<file path="src/rtl/mgva_pkg.sv">
// shared types and constants for the mic gain and voice activity unit
`default_nettype none

package mgva_pkg;

    // reset values of the settings registers
    localparam logic [7:0]  GAIN_RESET      = 8'd100;
    localparam logic        MUTE_RESET      = 1'b0;
    localparam logic [15:0] THRESHOLD_RESET = 16'd380;
    localparam logic [15:0] HOLD_RESET      = 16'd300;

    localparam logic [15:0] TICKS_SAT = 16'hFFFF;

    localparam int MAX_FRAME_SAMPLES_DEF = 1024;

    // register indexes on the settings port
    localparam int CFG_ADDR_W = 2;
    localparam logic [CFG_ADDR_W-1:0] CFG_GAIN      = 2'd0;
    localparam logic [CFG_ADDR_W-1:0] CFG_MUTE      = 2'd1;
    localparam logic [CFG_ADDR_W-1:0] CFG_THRESHOLD = 2'd2;
    localparam logic [CFG_ADDR_W-1:0] CFG_HOLD      = 2'd3;
    localparam int CFG_DATA_W = 16;

    // floor(m / 100) == (m * RECIP_100) >> RECIP_SHIFT for every m below 2^24
    localparam logic [24:0] RECIP_100   = 25'd21474837;
    localparam int          RECIP_SHIFT = 31;

    localparam logic [16:0] POS_LIMIT = 17'd32767;
    localparam logic [16:0] NEG_LIMIT = 17'd32768;

    // queue depths: middle queue between front and back, result queue after the back
    localparam int MID_DEPTH = 8;
    localparam int MID_CNT_W = $clog2(MID_DEPTH + 1);
    localparam int OUT_DEPTH = 2;
    localparam int OUT_CNT_W = $clog2(OUT_DEPTH + 1);

    typedef struct packed {
        logic [7:0]  gain_percent;
        logic        mute;
        logic [15:0] loud_threshold;
        logic [15:0] hold_ticks;
    } cfg_t;

    typedef struct packed {
        logic        is_tick;
        logic        last;
        logic        valid;
        logic [15:0] out_sample;
        logic [30:0] sq;
    } mid_item_t;

    typedef struct packed {
        logic [15:0] out_sample;
        logic        sample_valid;
        logic        frame_end;
        logic        speaking;
        logic        speaking_changed;
    } res_t;

    typedef enum logic [1:0] {
        BK_RUN,
        BK_MUL,
        BK_DECIDE
    } bk_state_t;

endpackage

`default_nettype wire

</file>
<file path="src/rtl/mgva_fifo.sv">
// small show-ahead queue built from registers
`default_nettype none

module mgva_fifo
    import mgva_pkg::*;
#(
    parameter int WIDTH = 8,
    parameter int DEPTH = 2
)
(
    input  wire logic                           clk,
    input  wire logic                           rst_n,
    input  wire logic                           wr,
    input  wire logic [WIDTH-1:0]               wdata,
    input  wire logic                           rd,
    output logic      [WIDTH-1:0]               rdata,
    output logic                                empty,
    output logic                                full,
    output logic      [$clog2(DEPTH+1)-1:0]     count
);

    localparam int PW = (DEPTH > 1) ? $clog2(DEPTH) : 1;
    localparam int CW = $clog2(DEPTH + 1);

    logic [WIDTH-1:0] mem_reg [DEPTH];
    logic [PW-1:0]    wptr_reg, wptr_next;
    logic [PW-1:0]    rptr_reg, rptr_next;
    logic [CW-1:0]    count_reg, count_next;
    logic             do_wr, do_rd;

    assign empty = (count_reg == '0);
    assign full  = (count_reg == CW'(DEPTH));
    assign count = count_reg;
    assign rdata = mem_reg[rptr_reg];

    assign do_wr = wr && !full;
    assign do_rd = rd && !empty;

    always_comb
    begin
        wptr_next  = wptr_reg;
        rptr_next  = rptr_reg;
        count_next = count_reg;
        if (do_wr)
        begin
            wptr_next = (wptr_reg == PW'(DEPTH - 1)) ? '0 : wptr_reg + PW'(1);
        end
        if (do_rd)
        begin
            rptr_next = (rptr_reg == PW'(DEPTH - 1)) ? '0 : rptr_reg + PW'(1);
        end
        if (do_wr && !do_rd)
        begin
            count_next = count_reg + CW'(1);
        end
        else if (do_rd && !do_wr)
        begin
            count_next = count_reg - CW'(1);
        end
    end

    always_ff @(posedge clk or negedge rst_n)
    begin
        if (!rst_n)
        begin
            wptr_reg  <= '0;
            rptr_reg  <= '0;
            count_reg <= '0;
        end
        else
        begin
            wptr_reg  <= wptr_next;
            rptr_reg  <= rptr_next;
            count_reg <= count_next;
        end
    end

    always_ff @(posedge clk)
    begin
        if (do_wr)
        begin
            mem_reg[wptr_reg] <= wdata;
        end
    end

endmodule

`default_nettype wire

</file>
<file path="src/rtl/mgva_front.sv">
// front pipeline: takes items, applies gain with saturation, squares the result
`default_nettype none

module mgva_front
    import mgva_pkg::*;
(
    input  wire logic                   clk,
    input  wire logic                   rst_n,
    input  wire logic                   push,
    output logic                        full,
    input  wire logic                   req_type,
    input  wire logic signed [15:0]     sample,
    input  wire logic                   last_in_frame,
    input  wire cfg_t                   cfg,
    input  wire logic [MID_CNT_W-1:0]   mid_count,
    output logic                        mid_push,
    output mid_item_t                   mid_item
);

    logic        v1_reg, v2_reg, v3_reg;
    logic        tick1_reg, tick2_reg, tick3_reg;
    logic        last1_reg, last2_reg, last3_reg;
    logic        neg1_reg, neg2_reg, neg3_reg;
    logic [15:0] mag1_reg;
    logic [23:0] p2_reg;
    logic [16:0] q3_reg;

    logic [15:0] s_u;
    logic [15:0] mag_in;
    logic        accept;
    logic [MID_CNT_W:0] used;
    logic [48:0] qp;
    logic [16:0] lim;
    logic [16:0] mag_sat;
    logic [15:0] mag16;
    logic [31:0] sq_full;

    // credit check: queue entries plus items still in the pipeline
    assign used = (MID_CNT_W+1)'(mid_count) + (MID_CNT_W+1)'(v1_reg)
                + (MID_CNT_W+1)'(v2_reg) + (MID_CNT_W+1)'(v3_reg);
    assign full   = (used >= (MID_CNT_W+1)'(MID_DEPTH));
    assign accept = push && !full;

    assign s_u    = sample;
    assign mag_in = s_u[15] ? (~s_u + 16'd1) : s_u;

    assign qp = 49'(p2_reg) * 49'(RECIP_100);

    always_comb
    begin
        lim      = neg3_reg ? NEG_LIMIT : POS_LIMIT;
        mag_sat  = (q3_reg > lim) ? lim : q3_reg;
        mag16    = mag_sat[15:0];
        sq_full  = 32'(mag16) * 32'(mag16);

        mid_item.is_tick    = tick3_reg;
        mid_item.last       = last3_reg;
        mid_item.valid      = !cfg.mute;
        mid_item.sq         = sq_full[30:0];
        if (cfg.mute)
        begin
            mid_item.out_sample = '0;
        end
        else
        begin
            mid_item.out_sample = neg3_reg ? (~mag16 + 16'd1) : mag16;
        end
    end

    assign mid_push = v3_reg;

    always_ff @(posedge clk or negedge rst_n)
    begin
        if (!rst_n)
        begin
            v1_reg <= 1'b0;
            v2_reg <= 1'b0;
            v3_reg <= 1'b0;
        end
        else
        begin
            v1_reg <= accept;
            v2_reg <= v1_reg;
            v3_reg <= v2_reg;
        end
    end

    always_ff @(posedge clk)
    begin
        tick1_reg <= req_type;
        last1_reg <= last_in_frame;
        neg1_reg  <= s_u[15];
        mag1_reg  <= mag_in;

        tick2_reg <= tick1_reg;
        last2_reg <= last1_reg;
        neg2_reg  <= neg1_reg;
        p2_reg    <= 24'(mag1_reg) * 24'(cfg.gain_percent);

        tick3_reg <= tick2_reg;
        last3_reg <= last2_reg;
        neg3_reg  <= neg2_reg;
        q3_reg    <= qp[RECIP_SHIFT+16:RECIP_SHIFT];
    end

endmodule

`default_nettype wire

</file>
<file path="src/rtl/mgva_back.sv">
// back end: frame energy, loudness decision, hangover counter, result build
`default_nettype none

module mgva_back
    import mgva_pkg::*;
#(
    parameter int MAX_FRAME_SAMPLES = MAX_FRAME_SAMPLES_DEF
)
(
    input  wire logic       clk,
    input  wire logic       rst_n,
    input  wire cfg_t       cfg,
    input  wire logic       mid_empty,
    input  wire mid_item_t  mid_item,
    output logic            mid_pop,
    input  wire logic       out_full,
    output logic            out_push,
    output res_t            out_item
);

    localparam int CW = $clog2(MAX_FRAME_SAMPLES + 1);
    localparam int EW = CW + 30;
    localparam int PW = CW + 32;

    bk_state_t   state_reg, state_next;
    logic [EW-1:0] energy_reg;
    logic [CW-1:0] count_reg;
    logic [15:0]   ticks_reg;
    logic          speak_reg;
    logic [15:0]   pend_sample_reg;
    logic [31:0]   thr_sq_reg;
    logic [PW-1:0] prod_reg;

    logic          pop_ok;
    logic          is_sample;
    logic          live_last;
    logic          acc;
    logic          loud;
    logic [15:0]   ticks_dec;
    logic          speak_dec;
    logic          decide_fire;

    assign pop_ok    = !mid_empty && (mid_item.is_tick || !out_full);
    assign is_sample = !mid_item.is_tick;
    assign live_last = is_sample && mid_item.last && mid_item.valid;
    assign acc       = (state_reg == BK_RUN) && pop_ok && is_sample && mid_item.valid
                     && (count_reg < CW'(MAX_FRAME_SAMPLES));

    assign loud        = PW'(energy_reg) > prod_reg;
    assign ticks_dec   = loud ? 16'd0 : ticks_reg;
    assign speak_dec   = ticks_dec < cfg.hold_ticks;
    assign decide_fire = (state_reg == BK_DECIDE) && !out_full;

    // next state
    always_comb
    begin
        state_next = state_reg;
        case (state_reg)
            BK_RUN:
            begin
                if (pop_ok && live_last)
                begin
                    state_next = BK_MUL;
                end
            end
            BK_MUL:
            begin
                state_next = BK_DECIDE;
            end
            BK_DECIDE:
            begin
                if (!out_full)
                begin
                    state_next = BK_RUN;
                end
            end
            default:
            begin
                state_next = BK_RUN;
            end
        endcase
    end

    // outputs
    always_comb
    begin
        mid_pop  = 1'b0;
        out_push = 1'b0;
        out_item = '0;
        case (state_reg)
            BK_RUN:
            begin
                mid_pop = pop_ok;
                if (pop_ok && is_sample && !live_last)
                begin
                    out_push                  = 1'b1;
                    out_item.out_sample       = mid_item.out_sample;
                    out_item.sample_valid     = mid_item.valid;
                    out_item.frame_end        = mid_item.last;
                    // a muted frame end forces speaking off
                    out_item.speaking         = mid_item.last ? 1'b0 : speak_reg;
                    out_item.speaking_changed = mid_item.last ? speak_reg : 1'b0;
                end
            end
            BK_MUL:
            begin
                out_push = 1'b0;
            end
            BK_DECIDE:
            begin
                out_push                  = !out_full;
                out_item.out_sample       = pend_sample_reg;
                out_item.sample_valid     = 1'b1;
                out_item.frame_end        = 1'b1;
                out_item.speaking         = speak_dec;
                out_item.speaking_changed = speak_dec ^ speak_reg;
            end
            default:
            begin
                out_push = 1'b0;
            end
        endcase
    end

    always_ff @(posedge clk or negedge rst_n)
    begin
        if (!rst_n)
        begin
            state_reg  <= BK_RUN;
            energy_reg <= '0;
            count_reg  <= '0;
            ticks_reg  <= TICKS_SAT;
            speak_reg  <= 1'b0;
        end
        else
        begin
            state_reg <= state_next;
            if (state_reg == BK_RUN && pop_ok)
            begin
                if (mid_item.is_tick)
                begin
                    if (ticks_reg != TICKS_SAT)
                    begin
                        ticks_reg <= ticks_reg + 16'd1;
                    end
                end
                else if (mid_item.last && !mid_item.valid)
                begin
                    energy_reg <= '0;
                    count_reg  <= '0;
                    speak_reg  <= 1'b0;
                end
                else if (acc)
                begin
                    energy_reg <= energy_reg + EW'(mid_item.sq);
                    count_reg  <= count_reg + CW'(1);
                end
            end
            if (decide_fire)
            begin
                ticks_reg  <= ticks_dec;
                speak_reg  <= speak_dec;
                energy_reg <= '0;
                count_reg  <= '0;
            end
        end
    end

    always_ff @(posedge clk)
    begin
        thr_sq_reg <= 32'(cfg.loud_threshold) * 32'(cfg.loud_threshold);
        if (state_reg == BK_RUN && pop_ok && live_last)
        begin
            pend_sample_reg <= mid_item.out_sample;
        end
        if (state_reg == BK_MUL)
        begin
            prod_reg <= PW'(thr_sq_reg) * PW'(count_reg);
        end
    end

endmodule

`default_nettype wire

</file>
<file path="src/rtl/mic_gain_and_voice_activity_unit.sv">
// top level of the mic gain and voice activity unit
//
// channel   direction  handshake              payload
// input     in         push / full            req_type, sample, last_in_frame
// result    out        empty / pop            out_sample, sample_valid, frame_end,
//                                             speaking, speaking_changed
// settings  in         cfg_wr (no wait)       cfg_addr, cfg_wdata
//
// the front takes one item per cycle while full is low; a sample's result reaches the
// result ports through three pipeline stages (magnitude, gain multiply, divide by 100),
// with the square taken after the last one.
// the back retires one item per cycle while the result queue has room (ticks need none);
// a frame end holds it in the MUL and DECIDE states for the threshold multiply and compare,
// and full rises once the 8-entry middle queue plus the items still in the front fill up.
// ticks leave no result. reset loads the default settings, clears the frame energy,
// turns speaking off and saturates the hangover counter; there is no clearing pass.
`default_nettype none

module mic_gain_and_voice_activity_unit
    import mgva_pkg::*;
#(
    parameter int MAX_FRAME_SAMPLES = MAX_FRAME_SAMPLES_DEF
)
(
    input  wire logic                    clk,
    input  wire logic                    rst_n,
    input  wire logic                    push,
    output logic                         full,
    input  wire logic                    req_type,
    input  wire logic signed [15:0]      sample,
    input  wire logic                    last_in_frame,
    output logic                         empty,
    input  wire logic                    pop,
    output logic signed [15:0]           out_sample,
    output logic                         sample_valid,
    output logic                         frame_end,
    output logic                         speaking,
    output logic                         speaking_changed,
    input  wire logic                    cfg_wr,
    input  wire logic [CFG_ADDR_W-1:0]   cfg_addr,
    input  wire logic [CFG_DATA_W-1:0]   cfg_wdata
);

    cfg_t      cfg_reg;
    mid_item_t mid_wr_item, mid_rd_item;
    logic      mid_push, mid_pop, mid_empty, mid_full;
    logic [MID_CNT_W-1:0] mid_count;
    res_t      res_wr_item, res_rd_item;
    logic      out_push, out_full;
    logic [OUT_CNT_W-1:0] out_count;

    always_ff @(posedge clk or negedge rst_n)
    begin
        if (!rst_n)
        begin
            cfg_reg.gain_percent   <= GAIN_RESET;
            cfg_reg.mute           <= MUTE_RESET;
            cfg_reg.loud_threshold <= THRESHOLD_RESET;
            cfg_reg.hold_ticks     <= HOLD_RESET;
        end
        else if (cfg_wr)
        begin
            case (cfg_addr)
                CFG_GAIN:      cfg_reg.gain_percent   <= cfg_wdata[7:0];
                CFG_MUTE:      cfg_reg.mute           <= cfg_wdata[0];
                CFG_THRESHOLD: cfg_reg.loud_threshold <= cfg_wdata;
                CFG_HOLD:      cfg_reg.hold_ticks     <= cfg_wdata;
                default:       cfg_reg                <= cfg_reg;
            endcase
        end
    end

    mgva_front u_front (
        .clk           (clk),
        .rst_n         (rst_n),
        .push          (push),
        .full          (full),
        .req_type      (req_type),
        .sample        (sample),
        .last_in_frame (last_in_frame),
        .cfg           (cfg_reg),
        .mid_count     (mid_count),
        .mid_push      (mid_push),
        .mid_item      (mid_wr_item)
    );

    mgva_fifo #(
        .WIDTH ($bits(mid_item_t)),
        .DEPTH (MID_DEPTH)
    ) u_mid_fifo (
        .clk   (clk),
        .rst_n (rst_n),
        .wr    (mid_push),
        .wdata (mid_wr_item),
        .rd    (mid_pop),
        .rdata (mid_rd_item),
        .empty (mid_empty),
        .full  (mid_full),
        .count (mid_count)
    );

    mgva_back #(
        .MAX_FRAME_SAMPLES (MAX_FRAME_SAMPLES)
    ) u_back (
        .clk       (clk),
        .rst_n     (rst_n),
        .cfg       (cfg_reg),
        .mid_empty (mid_empty),
        .mid_item  (mid_rd_item),
        .mid_pop   (mid_pop),
        .out_full  (out_full),
        .out_push  (out_push),
        .out_item  (res_wr_item)
    );

    mgva_fifo #(
        .WIDTH ($bits(res_t)),
        .DEPTH (OUT_DEPTH)
    ) u_out_fifo (
        .clk   (clk),
        .rst_n (rst_n),
        .wr    (out_push),
        .wdata (res_wr_item),
        .rd    (pop),
        .rdata (res_rd_item),
        .empty (empty),
        .full  (out_full),
        .count (out_count)
    );

    assign out_sample       = res_rd_item.out_sample;
    assign sample_valid     = res_rd_item.sample_valid;
    assign frame_end        = res_rd_item.frame_end;
    assign speaking         = res_rd_item.speaking;
    assign speaking_changed = res_rd_item.speaking_changed;

    // credit scheme must never let the front overrun the middle queue
    a_mid_no_overrun: assert property (@(posedge clk) disable iff (!rst_n)
        mid_push |-> !mid_full)
        else $error("middle queue written while full");

    a_out_no_overrun: assert property (@(posedge clk) disable iff (!rst_n)
        out_push |-> (out_count != OUT_CNT_W'(OUT_DEPTH)))
        else $error("result queue written while full");

    a_change_at_frame_end: assert property (@(posedge clk) disable iff (!rst_n)
        (!empty && speaking_changed) |-> frame_end)
        else $error("speaking changed outside a frame end");

    a_muted_beat: assert property (@(posedge clk) disable iff (!rst_n)
        (!empty && !sample_valid) |-> (out_sample == 16'sd0))
        else $error("muted beat carries a nonzero sample");

    a_muted_end_silent: assert property (@(posedge clk) disable iff (!rst_n)
        (!empty && !sample_valid && frame_end) |-> !speaking)
        else $error("muted frame end left speaking on");

endmodule

`default_nettype wire
</file>
<file path="config.mk">
export PLATFORM = sky130hd
export DESIGN_NAME = mic_gain_and_voice_activity_unit
export DESIGN_NICKNAME = d
export VERILOG_FILES = /design/src/rtl/mgva_pkg.sv /design/src/rtl/mgva_fifo.sv /design/src/rtl/mgva_front.sv /design/src/rtl/mgva_back.sv /design/src/rtl/mic_gain_and_voice_activity_unit.sv
export SDC_FILE = /design/constraint.sdc
export NUM_CORES = 2
export LEC_CHECK = 0
export BUFFER_PORTS_ARGS = -buffer_cell sky130_fd_sc_hd__buf_2
export CAP_MARGIN = 10
export CELL_PAD_IN_SITES_DETAIL_PLACEMENT = 1
export CELL_PAD_IN_SITES_GLOBAL_PLACEMENT = 1
export CORE_MARGIN = 5
export CORE_UTILIZATION = 35
export DETAILED_ROUTE_END_ITERATION = 7
export HOLD_SLACK_MARGIN = 0.08
export PLACE_DENSITY = 0.61
export SLEW_MARGIN = 10
export SYNTH_ARGS = -nofsm -noshare
export SYNTH_HDL_FRONTEND = slang
export SYNTH_SLANG_ARGS = --single-unit
export TNS_END_PERCENT = 50
</file>
<file path="constraint.sdc">
create_clock -name clk -period 9.2 [get_ports clk]
set_input_delay 1.84 -clock clk [delete_from_list [all_inputs] [get_ports clk]]
set_output_delay 1.84 -clock clk [all_outputs]
set_load 0.05 [all_outputs]
</file>
# == Word-level counts from Yosys, hierarchy flattened ==
# Memories as Yosys holds them, arrays and structs flattened.
# Index checks and enable logic that the tools add are counted.
# totals
reg_bits,286
ram_bits,440
inputBits,41
out_inout_bits,22
elab_cells,179
mem_count,2
# op_classes
addsub,16
n_mul,5
n_lt_le_gt_ge,5
n_eq_ne,13
muxes,46
bitwise_logic,3
n_reduce_logical,55
# mem_list
name,words,width,rd,rd_clocked_by_memory_dff,wr,line,text
u_mid_fifo.mem_reg,8,50,1,0,1,mgva_fifo.sv:25,logic [WIDTH-1:0] mem_reg [DEPTH];
u_out_fifo.mem_reg,2,20,1,0,1,mgva_fifo.sv:25,
# ops
operator,n
2-to-1 mux 41 bit,5
2-to-1 mux 16 bit,9
2-to-1 mux 11 bit,5
adder 16 x 1 -> 16 bit (second input constant),3
multiplier 24 x 25 -> 48 bit (second input constant),1
> comparator 41 x 43 -> 1 bit,1
multiplier 32 x 11 -> 43 bit,1
adder 41 x 31 -> 41 bit,1
one-hot mux 20 bit (2 select lines),1
multiplier 16 x 16 -> 32 bit,1
NOT 16 bit,2
multiplier 16 x 16 -> 31 bit,1
multiplier 16 x 8 -> 24 bit,1
logical AND 1 bit,22
2-to-1 mux 20 bit,1
> comparator 17 x 16 -> 1 bit,1
< comparator 16 bit,1
inequality test 16 bit (second input constant),1
2-to-1 mux 15 bit,1
2-to-1 mux 1 bit,14
zero test 1 bit,13
nonzero test 2 bit,6
adder 11 x 1 -> 11 bit (second input constant),1
< comparator 11 bit (second input constant),1
27 further kinds,49

# == Longest topological paths before layout ==
# logic_depth
depth_word,13
mapped_depth,37
depth_no_buf,34

# == Hierarchy ==
# From an unflattened synthesis, not the netlist that was laid out.
# unflattened
cells_unflattened,6174
area_unflattened_um2,68619.6
# modules_own_cells
mod,instances,cells_per_inst,area_each_um2,seq_area_each_um2
mgva_back,1,2957,26837.0,4189.0
mgva_front,1,2404,22890.7,1396.3
mgva_fifo (u_mid_fifo),1,644,15681.3,12261.8
mgva_fifo (u_out_fifo),1,81,1637.8,1301.2
mic_gain_and_voice_activity_unit,1,88,1572.8,1042.2

# == Least setup slack after synthesis ==
# OpenSTA, ideal clock, no wires.
# synth_timing
kind,register to register
start,reg u_front.neg3_reg
end,"mem u_mid_fifo.mem_reg[0][29] (netlist bit), data pin"
setup_ps,231
arrival_ps,8876
t_required_ps,8969
slack_ps,93
path_stages_with_launch,33
n_path_buf,4
period_less_slack_ps,9107
cell_sequence,dfxtp_1 -> clkbuf_1 -> inv_1 -> clkbuf_1 -> ha_1 -> and3_1 -> and3_1 -> nor4_1 -> clkbuf_1 -> a21oi_1 -> inv_1 -> clkbuf_1 -> nand2_1 -> fa_1 -> inv_1 -> fa_1 -> inv_1 -> fa_1 -> fa_1 -> fa_1 -> fa_1 -> inv_1 -> ha_1 -> nor2_1 -> nor2_1 -> a221oi_1 -> o221ai_1 -> a41o_1 -> o311ai_0 -> nand4b_1 -> a31o_2 -> a21oi_1 -> xnor2_1
# synth_lines
item,line,text
"start, declared",mgva_front.sv:23,"logic neg1_reg, neg2_reg, neg3_reg;"
"start signal, assigned",mgva_front.sv:102,neg3_reg <= neg2_reg;
"end, declared",mgva_fifo.sv:25,

==> flow_summary.toml <==
[sta]
period_minus_slack_ps = 8750
drv_slew = 0
setup_tns_ps = 0
timing.fmax_mhz = 114
slew_headroom_pct = 11.2
period_share_pct = 95.2
finClkSkew_ps = 52.2
layout_setup_ws_ps = 445
tightest_slew_ps = 1330
hold_viol_final = 0
rsz0062_at_grt = "false"
setup_viol = 0

[detailed_routing]
antenna_left = 0
drt_first_pass_iters = 5
viasPerCell = 4.98
via_count = 43375
detail_route.iter0.violations = 1941
routedWlPerCell_um = 19.7
routed_wl_um = 172000
drc = 0

[setup_path]
cp_common_cell = "fa_1"
worst_ep_arrival_time_ps = 9210
cp-start-kind = "register"
cp_data_required_time_ps = 9660
critPathMaxFanout = 22
crit_path_top_delay_cell = "or4b_2"
max_stage_delay_ps = 740
crit_type = "reg2reg"
r2r_slack_ps = 450
cp-end-kind = "register"

[synth]
yosysWarnings = 0
ys_ff_latch = 717
synth_area_leaders = "fa_1 (26%), edfxtp_1 (22%), ha_1 (13%)"
yosysUniqueCellTypes = 88
synth_fa_ha_area_share_pct = 39.0
ys.flop_type = "edfxtp_1"
synth_area_um2 = 67100
yosys.area.top_type = "fa_1"
synthSimpleGateAreaFrac_pct = 9.82
muxShareOfSynthArea_pct = 5.27
avgSynthCellArea_um2 = 11.0
ys_seq_area_share_pct = 29.7
synth-xor-area-share_pct = 2.55
synth_top_area_share_pct = 26.2
synth-compound-area-share_pct = 6.06
syn-instance-count = 6073
synth_top_family_by_area = "adder cells"
synth_edf_count = 491
async_flop_share_pct = 18.0

[die]
dieArea_um2 = 201000
die_y_um = 448
rows = 160
die_w_um = 448
core_area_um2 = 190000
ios = 63
start_util_pct = 35.2

[grt]
track_usage_pct = 17.8
antenna_found_initial = 4
overflow = 0
grt_max_degree = 74
grt_pass1_wl_um = 280000
grt_pass1_vias = 49486

[clock_network]
clock-sinks = 717
cts_tree = "done"
clockBufferDepth = 3
cts-root-buf = "clkbuf_16"
cts_buffers = 84
clock_latency_ps = 700
cts-htree-levels = 3
cts.clk_slew.worst_paths_ps = 60

[final_layout]
design_area_um2 = 73600
areaGrowthSynthToFinish_pct = 9.74
diodes = 0
largest_reg_flops = 392
nets = 7734
drive_above_1_share_pct = 9.50

[placement]
place_congestion = 0.881
place_ws_ps = 64.9
post_dp_cell_area_um2 = 70600
dpl.hpwl_um = 135000
port_buffers = 62

[run]
drv_cap = 0

[worst_hold_path]
hp-class = "reg2reg"

[run_status]
status = "completed"
-- layout make-up --
cell class                 count  area [um^2]
clock buffer                 108         2300
inverter                    1158         4350
timing repair buffer         152         1030
sequential                   717        20000
multi-input combinational   4015        42300
clock inverter                50          568
tap                         2511         3140
fill                       20733       117000
-- worst paths after layout --
kind | cells after the start | end | start
max | 28 | u_mid_fifo.mem_reg[7][30] | u_front.neg3_reg
min | 0 | u_front.last2_reg | u_front.last1_reg
max reg2reg | 28 | u_mid_fifo.mem_reg[7][30] | u_front.neg3_reg
min reg2reg | 0 | u_front.last2_reg | u_front.last1_reg
max in group asynchronous | 2 | cfg_reg[32] | rst_n
min in group asynchronous | 1 | u_front.v1_reg | rst_n
-- through the flow --
step	hold slack, ps	utilization (%)	cells
detailed placement	327	37.1	8549
finish	336	38.7	8711
global route	343	38.7	8711
floorplan	310	-	6075
CTS	342	38.6	8707
global placement	320	37.1	8549
-- logic make-up (layout without fill, tap and decap cells) --
kind of cell,after synthesis,in the layout
XOR/XNOR,195,195
buffers and inverters,1343,1468
adder cells (fa/ha/maj),1565,1565
AND/OR/NAND/NOR,1386,1386
AO/OA/AOI/OAI,647,647
other,2,4
flip-flops,717,717
multiplexers,218,218
-- worst max-delay path: cells and delay by family, from the launching register on --
family | cells | cell delay, ps
and+or+nand+nor | 6 | 1780
xor gates and xnor gates | 1 | 330
AOI/OAI and AO/OA | 7 | 1700
DFF | 1 | 380
buffers and inverters | 6 | 600
adders and majority gates | 8 | 3720
-- cells in the final DEF, fill, tap and decap left out, drive strengths merged, types with 9 or more instances in the layout --
cell | netlist | routed
a211oi | 22 | 22
a21o | 88 | 88
a21oi | 190 | 190
a31o | 9 | 9
a31oi | 20 | 20
and2 | 219 | 219
and3 | 34 | 34
buf | 19 | 151
clkbuf | 166 | 109
clkinv | 6 | 38
dfrtp | 100 | 100
dfstp | 29 | 29
dfxtp | 97 | 97
edfxtp | 491 | 491
fa | 877 | 877
ha | 688 | 688
inv | 1152 | 1160
mux2 | 99 | 99
mux2i | 21 | 21
mux4 | 98 | 98
nand2 | 567 | 567
nand2b | 28 | 28
nand3 | 92 | 92
nand4 | 36 | 36
nor2 | 226 | 226
nor2b | 47 | 47
nor3 | 58 | 58
nor4 | 12 | 12
o21a | 27 | 27
o21ai | 165 | 165
o21bai | 24 | 24
o31ai | 17 | 17
or2 | 16 | 16
or3 | 25 | 25
xnor2 | 137 | 137
xor2 | 58 | 58
-- per-layer routing --
layer | part of all wire (%) | GRT usage [%]
met4 | 2.5 | 4.44
met2 | 49 | 30.7
met3 | 3.7 | 2.41
met1 | 45 | 23.6
met5 | 0 | 0
-- synthesized netlist by cell type (all sizes together) (7+ instances only) --
cell type	n
and3	34
o22ai	7
ha	688
o211ai	7
a31o	9
nand2	567
xor2	58
nor3	58
clkbuf	166
fa	877
mux2i	21
xnor2	137
nand3	92
edfxtp	491
nor2b	47
buf	19
o31ai	17
o21a	27
a31oi	20
inv	1152
nor2	226
nor3b	7
or2	16
a211oi	22
a21oi	190
mux2	99
o21ai	165
nand2b	28
dfrtp	100
nor4	12
and2	219
dfxtp	97
dfstp	29
or3	25
a2111oi	7
o21bai	24
a21o	88
mux4	98
nand4	36
-- what timing repair did --
| action | 4_1_cts | 5_1_grt |
|---|---|---|
| resized for setup | 2 | 19 |
| hold buffers | 0 | 0 |
| pin swaps | 0 | 2 |
| buffers inserted | 0 | 3 |
| cloned | 0 | 1 |
| setup endpoints to repair | 8 | 56 |
Power is not shown: default switching activity piles up to over one toggle a cycle in this logic, so the estimate is an artifact.
